$ cat config.mk
export PLATFORM = sky130hd
export DESIGN_NAME = api_transmit_frame_builder_flat
export DESIGN_NICKNAME = d
export VERILOG_FILES = /design/src/rtl/core/atfb_pkg.sv /design/src/rtl/core/atfb_if.sv /design/src/rtl/core/atfb_cfg_regs.sv /design/src/rtl/core/atfb_seq.sv /design/src/rtl/core/api_transmit_frame_builder.sv /design/src/flat_wrapper.sv
export SDC_FILE = /design/constraint.sdc
export NUM_CORES = 1
export LEC_CHECK = 0
export BUFFER_PORTS_ARGS = -buffer_cell sky130_fd_sc_hd__clkbuf_2
export CAP_MARGIN = 20
export CORE_MARGIN = 2
export CORE_UTILIZATION = 45
export CTS_CLUSTER_DIAMETER = 40
export DETAILED_ROUTE_END_ITERATION = 8
export PLACE_DENSITY = 0.64
export SETUP_SLACK_MARGIN = 0.02
export SYNTH_ARGS = -nofsm -noshare
export SYNTH_HDL_FRONTEND = slang
export SYNTH_SLANG_ARGS = --single-unit
$ cat constraint.sdc
create_clock -name clk -period 8.9 [get_ports clk]
set_input_delay 0.89 -clock clk [delete_from_list [all_inputs] [get_ports clk]]
set_output_delay 0.89 -clock clk [all_outputs]
set_load 0.1 [all_outputs]
$ cat src/rtl/core/atfb_pkg.sv
package atfb_pkg;

  localparam int unsigned DataW  = 8;
  localparam int unsigned CfgW   = 32;
  localparam int unsigned CfgIdxW = 3;
  localparam int unsigned IdxW   = 5;

  // result positions within one item's run
  localparam logic [IdxW-1:0] IdxHdrFirst = 5'd0;
  localparam logic [IdxW-1:0] IdxSumStart = 5'd3;
  localparam logic [IdxW-1:0] IdxHdrLast  = 5'd16;
  localparam logic [IdxW-1:0] IdxData     = 5'd17;
  localparam logic [IdxW-1:0] IdxChk      = 5'd18;

  localparam logic [DataW-1:0] StartDelim  = 8'h7E;
  localparam logic [DataW-1:0] LenHigh     = 8'h00;
  localparam logic [DataW-1:0] FrameTypeTx = 8'h10;
  localparam logic [DataW-1:0] LenOverhead = 8'd14;
  localparam logic [DataW-1:0] MinPayload  = 8'd1;
  localparam logic [DataW-1:0] MaxPayload  = 8'd241;
  localparam logic [DataW-1:0] ChkBase     = 8'hFF;

  localparam logic [31:0] DestHighRst = 32'h0013A200;
  localparam logic [31:0] DestLowRst  = 32'h42010905;
  localparam logic [15:0] NetAddrRst  = 16'hFFFE;
  localparam logic [7:0]  FrameIdRst  = 8'h01;
  localparam logic [7:0]  RadiusRst   = 8'h00;
  localparam logic [7:0]  OptionsRst  = 8'h00;

  typedef enum logic [CfgIdxW-1:0] {
    CFG_DEST_HIGH = 3'd0,
    CFG_DEST_LOW  = 3'd1,
    CFG_NET_ADDR  = 3'd2,
    CFG_FRAME_ID  = 3'd3,
    CFG_RADIUS    = 3'd4,
    CFG_OPTIONS   = 3'd5
  } cfg_idx_t;

  typedef struct packed {
    logic [31:0] dest_addr_high;
    logic [31:0] dest_addr_low;
    logic [15:0] network_addr;
    logic [7:0]  frame_id;
    logic [7:0]  hop_radius;
    logic [7:0]  tx_options;
  } cfg_t;

  typedef struct packed {
    logic [DataW-1:0] out_byte;
    logic             last_of_run;
    logic             frame_end;
  } res_t;

  function automatic logic [DataW-1:0] hdr_byte(input logic [IdxW-1:0] idx,
                                                input cfg_t cfg,
                                                input logic [DataW-1:0] len);
    logic [DataW-1:0] b;
    case (idx)
      5'd0:    b = StartDelim;
      5'd1:    b = LenHigh;
      5'd2:    b = len + LenOverhead;
      5'd3:    b = FrameTypeTx;
      5'd4:    b = cfg.frame_id;
      5'd5:    b = cfg.dest_addr_high[31:24];
      5'd6:    b = cfg.dest_addr_high[23:16];
      5'd7:    b = cfg.dest_addr_high[15:8];
      5'd8:    b = cfg.dest_addr_high[7:0];
      5'd9:    b = cfg.dest_addr_low[31:24];
      5'd10:   b = cfg.dest_addr_low[23:16];
      5'd11:   b = cfg.dest_addr_low[15:8];
      5'd12:   b = cfg.dest_addr_low[7:0];
      5'd13:   b = cfg.network_addr[15:8];
      5'd14:   b = cfg.network_addr[7:0];
      5'd15:   b = cfg.hop_radius;
      5'd16:   b = cfg.tx_options;
      default: b = '0;
    endcase
    return b;
  endfunction

endpackage

$ cat src/rtl/core/atfb_if.sv
interface atfb_in_if;
  logic                         valid;
  logic                         ready;
  logic [atfb_pkg::DataW-1:0]   data_byte;
  logic [atfb_pkg::DataW-1:0]   payload_len;

  modport source (output valid, output data_byte, output payload_len, input ready);
  modport sink   (input valid, input data_byte, input payload_len, output ready);
endinterface

interface atfb_out_if;
  logic                         valid;
  logic                         ready;
  logic [atfb_pkg::DataW-1:0]   out_byte;
  logic                         last_of_run;
  logic                         frame_end;

  modport source (output valid, output out_byte, output last_of_run, output frame_end,
                  input ready);
  modport sink   (input valid, input out_byte, input last_of_run, input frame_end,
                  output ready);
endinterface

$ cat src/rtl/core/atfb_cfg_regs.sv
module atfb_cfg_regs (
  input  logic                            clk,
  input  logic                            rst_n,
  input  logic                            cfg_we,
  input  logic [atfb_pkg::CfgIdxW-1:0]    cfg_idx,
  input  logic [atfb_pkg::CfgW-1:0]       cfg_wdata,
  output atfb_pkg::cfg_t                  cfg
);

  atfb_pkg::cfg_t cfg_r;

  always_ff @(posedge clk) begin
    if (!rst_n) begin
      cfg_r.dest_addr_high <= atfb_pkg::DestHighRst;
      cfg_r.dest_addr_low  <= atfb_pkg::DestLowRst;
      cfg_r.network_addr   <= atfb_pkg::NetAddrRst;
      cfg_r.frame_id       <= atfb_pkg::FrameIdRst;
      cfg_r.hop_radius     <= atfb_pkg::RadiusRst;
      cfg_r.tx_options     <= atfb_pkg::OptionsRst;
    end else if (cfg_we) begin
      case (atfb_pkg::cfg_idx_t'(cfg_idx))
        atfb_pkg::CFG_DEST_HIGH: cfg_r.dest_addr_high <= cfg_wdata;
        atfb_pkg::CFG_DEST_LOW:  cfg_r.dest_addr_low  <= cfg_wdata;
        atfb_pkg::CFG_NET_ADDR:  cfg_r.network_addr   <= cfg_wdata[15:0];
        atfb_pkg::CFG_FRAME_ID:  cfg_r.frame_id       <= cfg_wdata[7:0];
        atfb_pkg::CFG_RADIUS:    cfg_r.hop_radius     <= cfg_wdata[7:0];
        atfb_pkg::CFG_OPTIONS:   cfg_r.tx_options     <= cfg_wdata[7:0];
        default: ;
      endcase
    end
  end

  assign cfg = cfg_r;

endmodule

$ cat src/rtl/core/atfb_seq.sv
module atfb_seq (
  input  logic                          clk,
  input  logic                          rst_n,
  input  logic                          in_valid,
  input  logic [atfb_pkg::DataW-1:0]    in_data,
  input  logic [atfb_pkg::DataW-1:0]    in_len,
  output logic                          in_ready,
  input  atfb_pkg::cfg_t                cfg,
  input  logic                          emit_en,
  output logic                          emit,
  output atfb_pkg::res_t                res
);

  logic                        work_v_r, work_v_nxt;
  logic [atfb_pkg::DataW-1:0]  work_data_r;
  logic [atfb_pkg::DataW-1:0]  work_len_r;
  logic                        work_end_r;
  logic [atfb_pkg::IdxW-1:0]   idx_r, idx_nxt;
  logic [atfb_pkg::DataW-1:0]  bl_r, bl_nxt;
  logic [atfb_pkg::DataW-1:0]  sum_r, sum_nxt;

  logic                        accept;
  logic                        first;
  logic [atfb_pkg::DataW-1:0]  len_clamped;
  logic [atfb_pkg::DataW-1:0]  bl_dec;
  logic [atfb_pkg::DataW-1:0]  hdr_b;
  logic                        is_last;

  assign hdr_b   = atfb_pkg::hdr_byte(idx_r, cfg, work_len_r);
  assign is_last = (idx_r == atfb_pkg::IdxChk) || (idx_r == atfb_pkg::IdxData && !work_end_r);
  assign emit    = work_v_r && emit_en;
  assign in_ready = !work_v_r || (emit && is_last);
  assign accept  = in_valid && in_ready;

  // frame start is decided when the transaction enters
  assign first = (bl_r == '0);

  always_comb begin
    if (in_len < atfb_pkg::MinPayload) begin
      len_clamped = atfb_pkg::MinPayload;
    end else if (in_len > atfb_pkg::MaxPayload) begin
      len_clamped = atfb_pkg::MaxPayload;
    end else begin
      len_clamped = in_len;
    end
  end

  assign bl_dec = (first ? len_clamped : bl_r) - 8'd1;

  always_comb begin
    res.last_of_run = is_last;
    res.frame_end   = (idx_r == atfb_pkg::IdxChk);
    if (idx_r == atfb_pkg::IdxChk) begin
      res.out_byte = atfb_pkg::ChkBase - sum_r;
    end else if (idx_r == atfb_pkg::IdxData) begin
      res.out_byte = work_data_r;
    end else begin
      res.out_byte = hdr_b;
    end
  end

  always_comb begin
    sum_nxt    = sum_r;
    idx_nxt    = idx_r;
    work_v_nxt = work_v_r;
    bl_nxt     = bl_r;
    if (emit) begin
      if (idx_r == atfb_pkg::IdxChk) begin
        sum_nxt = '0;
      end else if (idx_r == atfb_pkg::IdxData) begin
        sum_nxt = sum_r + work_data_r;
      end else if (idx_r >= atfb_pkg::IdxSumStart && idx_r <= atfb_pkg::IdxHdrLast) begin
        sum_nxt = sum_r + hdr_b;
      end
      if (is_last) begin
        work_v_nxt = 1'b0;
      end else begin
        idx_nxt = idx_r + 5'd1;
      end
    end
    if (accept) begin
      work_v_nxt = 1'b1;
      idx_nxt    = first ? atfb_pkg::IdxHdrFirst : atfb_pkg::IdxData;
      bl_nxt     = bl_dec;
    end
  end

  always_ff @(posedge clk) begin
    if (!rst_n) begin
      work_v_r <= 1'b0;
      idx_r    <= '0;
      bl_r     <= '0;
      sum_r    <= '0;
    end else begin
      work_v_r <= work_v_nxt;
      idx_r    <= idx_nxt;
      bl_r     <= bl_nxt;
      sum_r    <= sum_nxt;
    end
  end

  always_ff @(posedge clk) begin
    if (accept) begin
      work_data_r <= in_data;
      work_len_r  <= len_clamped;
      work_end_r  <= (bl_dec == '0);
    end
  end

endmodule

$ cat src/rtl/core/api_transmit_frame_builder.sv
// Wraps a payload byte stream into API transmit-request frames. The first payload
// byte of a frame (payload_len sampled there, clamped to 1..241) produces the
// 17-byte header followed by that byte; later bytes pass through, and the frame's
// final byte is followed by the checksum, flagged with frame_end. last_of_run marks
// the final output byte caused by each input transaction. Output is one byte per
// cycle when out_ch.ready allows, from a single result register; a middle byte frees
// the input as it goes out, so one transaction per cycle is sustained; a first byte
// holds it until the header and the byte are out, a final byte until the checksum.
// Destination, network address, frame id, radius and options are read as the header
// goes out, so the user must write configuration between frames; it is not enforced.
module api_transmit_frame_builder (
  input  logic                          clk,
  input  logic                          rst_n,
  atfb_in_if.sink                       in_ch,
  atfb_out_if.source                    out_ch,
  input  logic                          cfg_we,
  input  logic [atfb_pkg::CfgIdxW-1:0]  cfg_idx,
  input  logic [atfb_pkg::CfgW-1:0]     cfg_wdata
);

  atfb_pkg::cfg_t cfg;
  atfb_pkg::res_t res;
  atfb_pkg::res_t out_res_r;
  logic           out_v_r, out_v_nxt;
  logic           emit_en;
  logic           emit;

  atfb_cfg_regs u_cfg (
    .clk       (clk),
    .rst_n     (rst_n),
    .cfg_we    (cfg_we),
    .cfg_idx   (cfg_idx),
    .cfg_wdata (cfg_wdata),
    .cfg       (cfg)
  );

  atfb_seq u_seq (
    .clk      (clk),
    .rst_n    (rst_n),
    .in_valid (in_ch.valid),
    .in_data  (in_ch.data_byte),
    .in_len   (in_ch.payload_len),
    .in_ready (in_ch.ready),
    .cfg      (cfg),
    .emit_en  (emit_en),
    .emit     (emit),
    .res      (res)
  );

  assign emit_en = !out_v_r || out_ch.ready;

  always_comb begin
    out_v_nxt = out_v_r;
    if (emit) begin
      out_v_nxt = 1'b1;
    end else if (out_ch.ready) begin
      out_v_nxt = 1'b0;
    end
  end

  always_ff @(posedge clk) begin
    if (!rst_n) begin
      out_v_r <= 1'b0;
    end else begin
      out_v_r <= out_v_nxt;
    end
  end

  always_ff @(posedge clk) begin
    if (emit) begin
      out_res_r <= res;
    end
  end

  assign out_ch.valid       = out_v_r;
  assign out_ch.out_byte    = out_res_r.out_byte;
  assign out_ch.last_of_run = out_res_r.last_of_run;
  assign out_ch.frame_end   = out_res_r.frame_end;

endmodule

$ cat src/flat_wrapper.sv
// flat-port wrapper written by rule: the top's interface ports become plain ports
module api_transmit_frame_builder_flat 
  (clk, rst_n, cfg_we, cfg_idx, cfg_wdata, in_ch_valid, in_ch_data_byte, in_ch_payload_len, in_ch_ready, out_ch_valid, out_ch_out_byte, out_ch_last_of_run, out_ch_frame_end, out_ch_ready);
  atfb_in_if in_ch_i ();
  atfb_out_if out_ch_i ();
  input  logic clk;
  input  logic rst_n;
  input  logic cfg_we;
  input  logic [atfb_pkg::CfgIdxW-1:0] cfg_idx;
  input  logic [atfb_pkg::CfgW-1:0] cfg_wdata;
  input wire logic [$bits(in_ch_i.valid)-1:0] in_ch_valid;
  input wire logic [$bits(in_ch_i.data_byte)-1:0] in_ch_data_byte;
  input wire logic [$bits(in_ch_i.payload_len)-1:0] in_ch_payload_len;
  output wire logic [$bits(in_ch_i.ready)-1:0] in_ch_ready;
  output wire logic [$bits(out_ch_i.valid)-1:0] out_ch_valid;
  output wire logic [$bits(out_ch_i.out_byte)-1:0] out_ch_out_byte;
  output wire logic [$bits(out_ch_i.last_of_run)-1:0] out_ch_last_of_run;
  output wire logic [$bits(out_ch_i.frame_end)-1:0] out_ch_frame_end;
  input wire logic [$bits(out_ch_i.ready)-1:0] out_ch_ready;
  assign in_ch_i.valid = in_ch_valid;
  assign in_ch_i.data_byte = in_ch_data_byte;
  assign in_ch_i.payload_len = in_ch_payload_len;
  assign in_ch_ready = in_ch_i.ready;
  assign out_ch_valid = out_ch_i.valid;
  assign out_ch_out_byte = out_ch_i.out_byte;
  assign out_ch_last_of_run = out_ch_i.last_of_run;
  assign out_ch_frame_end = out_ch_i.frame_end;
  assign out_ch_i.ready = out_ch_ready;
  api_transmit_frame_builder u_core (.clk(clk), .rst_n(rst_n), .in_ch(in_ch_i), .out_ch(out_ch_i), .cfg_we(cfg_we), .cfg_idx(cfg_idx), .cfg_wdata(cfg_wdata));
endmodule
==> summary.md <==
| Metric | Value |
|---|---|
| GRT Max-Usage Layer | `met2` |
| Synth Register Bits | `154` |
| Finished Cell Area | `0.00840 mm2` |
| Worst Path Buf+Inv | `2` |
| Final Cycle Share | `51.8%` |
| Cell count after synthesis | `901` |
| H-tree Lvls | `4` |
| Critical path type | `flop to flop` |
| Vias | `6503` |
| Setup TNS | `0 ns` |
| Slew Limit Headroom | `29.1%` |
| Arrival time worst endpoint | `4.98 ns` |
| Share of cells above drive strength 1 | `13.0%` |
| CTS tree | `built` |
| Dominant cells by area after synthesis | `dfxtp_1, nand2_1, edfxtp_1, a21oi_1, nand3_1` |
| Slowest stage cell on the critical path | `dfxtp_1` |
| Nets@finish | `1005` |
| Yosys top cell by area | `dfxtp_1` |
| First-pass GRT wire length | `33000 um` |
| Post-route setup slack | `4.29 ns` |
| Syn Std Cell Area | `0.00737 mm2` |
| Slew @ Worst Pin | `1.06 ns` |
| Core Region | `0.0159 mm2` |
| Average cell area after synthesis | `8.18 um2` |
| Post-synth top cells | `nand2_1, dfxtp_1, a21oi_1` |
| Endpoints failing hold | `0` |
| M3 GR Usage | `4.84%` |
| Reg clk slew, reported paths | `0.06 ns` |
| DP Area | `0.00776 mm2` |
| Warnings from Yosys | `0` |
| LEAKAGE | `3.20 nW` |
| CTS resizes | `0` |
| Total Wirelength | `21000 um` |
| Post-synth top area share | `34.5%` |
| Initial antenna violation count | `0` |
| Primary FF master, synth | `dfxtp_1` |
| Top-count cell post-synth | `nand2_1` |
| Boundary pin count | `68` |
| Delay of the slowest critical-path stage | `0.83 ns` |
| RePlAce Congestion | `0.946` |
| Drt wl/cell | `18.1 um` |
| P&R area growth vs syn | `14.1%` |
| # fillers | `1535` |
| Post-CTS Repair Setup Buffers | `0` |
| CP Capture Type | `flop` |
| Die width | `132 um` |
| Met2 usage | `37.5%` |
| Worst Skew | `0.0125 ns` |
| Initial core utilization | `46.2%` |
| GR Util met1 | `34.5%` |
| Final Instance Count excl. Fillers | `1162` |
| Number of flops mapped to enable cells by yosys | `27` |
| Worst-path maximum fanout | `23` |
| Largest net degree at the start of global routing | `95` |
| Final setup vio count | `0` |
| Hold Path Class | `flop to flop` |
| CTS buffer count | `17` |
| Number of I/O port buffers | `67` |
| Die Area | `0.0174 mm2` |
| Area of the multi-input gates | `0.00367 mm2` |
| CTS max path bufs | `2` |
| Worst slack at placement | `4.44 ns` |
| Iteration-0 DRC Markers | `702` |
| Max Cap Viol | `0` |
| Final-report max-slew violation count | `0` |
| CP required | `9.27 ns` |
| Register area | `0.00335 mm2` |
| Synth async-reset ratio | `0%` |
| Startpoint Class | `flop` |
| Synthesized Nets | `973` |
| Root Driver | `clkbuf_16` |
| Post-route minimum period | `4.61 ns` |
| FMAX | `217 MHz` |
| DRC Markers | `0` |
| GRT Total Usage | `24.3%` |
| Row cnt | `46` |
| Detailed Routing Iterations Pass 1 | `5` |
| Hold-fix buffers, CTS | `0` |
| Congestion Overflow GR | `0` |
| Vias per cell | `5.60` |
| Status | `finished, final reports clean` |
| Post-synthesis sequential area ratio | `45.5%` |
| CP cell instances | `clkinv_1 > ha_1 > a21oi_1 > o211ai_1 > a311oi_1 > nand3_1 > a22oi_1 > inv_1 > ha_1 > a21oi_1 > o2111ai_1 > a21o_1 > a2111o_1 > mux2_2 > nand4_1` |
| CP top delay family | `compound AO/OA/AOI/OAI gates` |
| PD cells | `227 mW/mm2` |
| Synth cell types | `67` |
| Vias in the first global route | `5960` |
| Placed Cells | `1130` |
| DP Wirelength | `14200 um` |
| Highest ir drop seen on vdd | `0.145 mV` |
| Chip Height | `132 um` |
| DRT antenna net count | `0` |
| Clk Latency, worst-skew pair | `0.44 ns` |
| Antenna cells | `0` |
| Minimum hold slack | `0.456 ns` |
| Sink Count | `154` |
| RSZ-0062 raised after global routing | `false` |
[cell families after synthesis]
family          Yosys count  synth area share (%)
simple gates            413                  25.3
fa+ha+maj                16                  2.82
buf+inv                  80                  4.67
xor+xnor                 17                  2.02
flops                   154                  45.5
compound gates          203                  17.0
mux                      18                  2.68
[cell usage in the layout (no fill, tap or decap), types with 4 or more instances in the layout]
cell type  netlist  routed
nor3_1           9       9
inv_6            0       4
o21ai_0         14      14
dfxtp_1        127     127
inv_1           15      14
mux2i_1         13      13
a21oi_1        112     112
nand2_1        250     250
o22ai_1          4       4
edfxtp_1        27      27
nand4_1          9       9
and3_1           9       9
a22oi_1         15      15
nand2b_1         4       4
o211ai_1         4       4
mux2_2           4       4
nor4_1           4       4
and2_1           9       9
nor2b_1         12      12
ha_1            15      15
xor2_1          10      10
nand3b_1         8       8
xnor2_1          7       7
nor2_1          30      30
clkbuf_16        0      18
o21a_1           6       6
a22o_1          17      17
clkbuf_2         0      67
a2111oi_0        4       4
buf_4            2       9
nand3_1         50      50
[state kept, by name, summed over array words and instances, names as in the netlist]
register and cells:
u_core.u_seq.idx_r 5, u_core.u_cfg.cfg 104, u_core.u_seq.sum_r 8, u_core.u_seq.work_data_r 8, u_core.out_ch.out_byte 8, u_core.out_ch.last_of_run 1
u_core.out_ch.valid 1, u_core.u_seq.work_len_r 8, u_core.u_seq.bl_r 8, u_core.u_seq.work_end_r 1, u_core.out_ch.frame_end 1, u_core.u_seq.work_v_r 1
[layer usage]
layer | wire, um | vias to the layer above
met5 | 0 | -
met2 | 9590 | 227
met3 | 1190 | 27
li1 | - | 3190
met4 | 314 | 0
met1 | 9910 | 3059
[where the power goes]
part / total [mW] / switching [mW] / internal, mW
clock network: 0.785 / 0.300 / 0.485
logic: 0.345 / 0.228 / 0.117
registers: 0.775 / 0.0266 / 0.748
total: 1.90 / 0.554 / 1.35
[through the flow]
step           total power, mW  utilization, %
3_3_place_gp              1.13            48.7
2_1_floorplan             1.04               -
5_1_grt                   1.98            52.7
4_1_cts                   1.91            52.7
6_report                  1.90            52.7
3_5_place_dp              1.13            48.7
[worst paths after layout]
kind	startpoint	to	slack, ns	depth (start not counted)
worst min register to register	u_core.u_cfg.cfg[47]	u_core.u_cfg.cfg[47]	0.46	2
worst min-delay path	u_core.u_cfg.cfg[47]	u_core.u_cfg.cfg[47]	0.46	2
worst max register to register	u_core.u_seq.idx_r[4]	u_core.u_seq.sum_r[7]	4.29	15
worst max-delay path	u_core.u_seq.idx_r[4]	u_core.u_seq.sum_r[7]	4.29	15
[tightest hold or removal path, cell delays in order, from the launching register on]
cell	delay (ns)
dfxtp_1	0.31
nand2_1	0.05
a21oi_1	0.05
[final cells by class]
cell class,count,share of cell area [%]
multi-input combinational,667,43.7
sequential,154,39.9
tap,216,3.22
timing repair buffer,76,4.79
inverter,17,0.759
clock inverter,10,1.79
clock buffer,22,5.90
(Power assumes the default switching activity.)
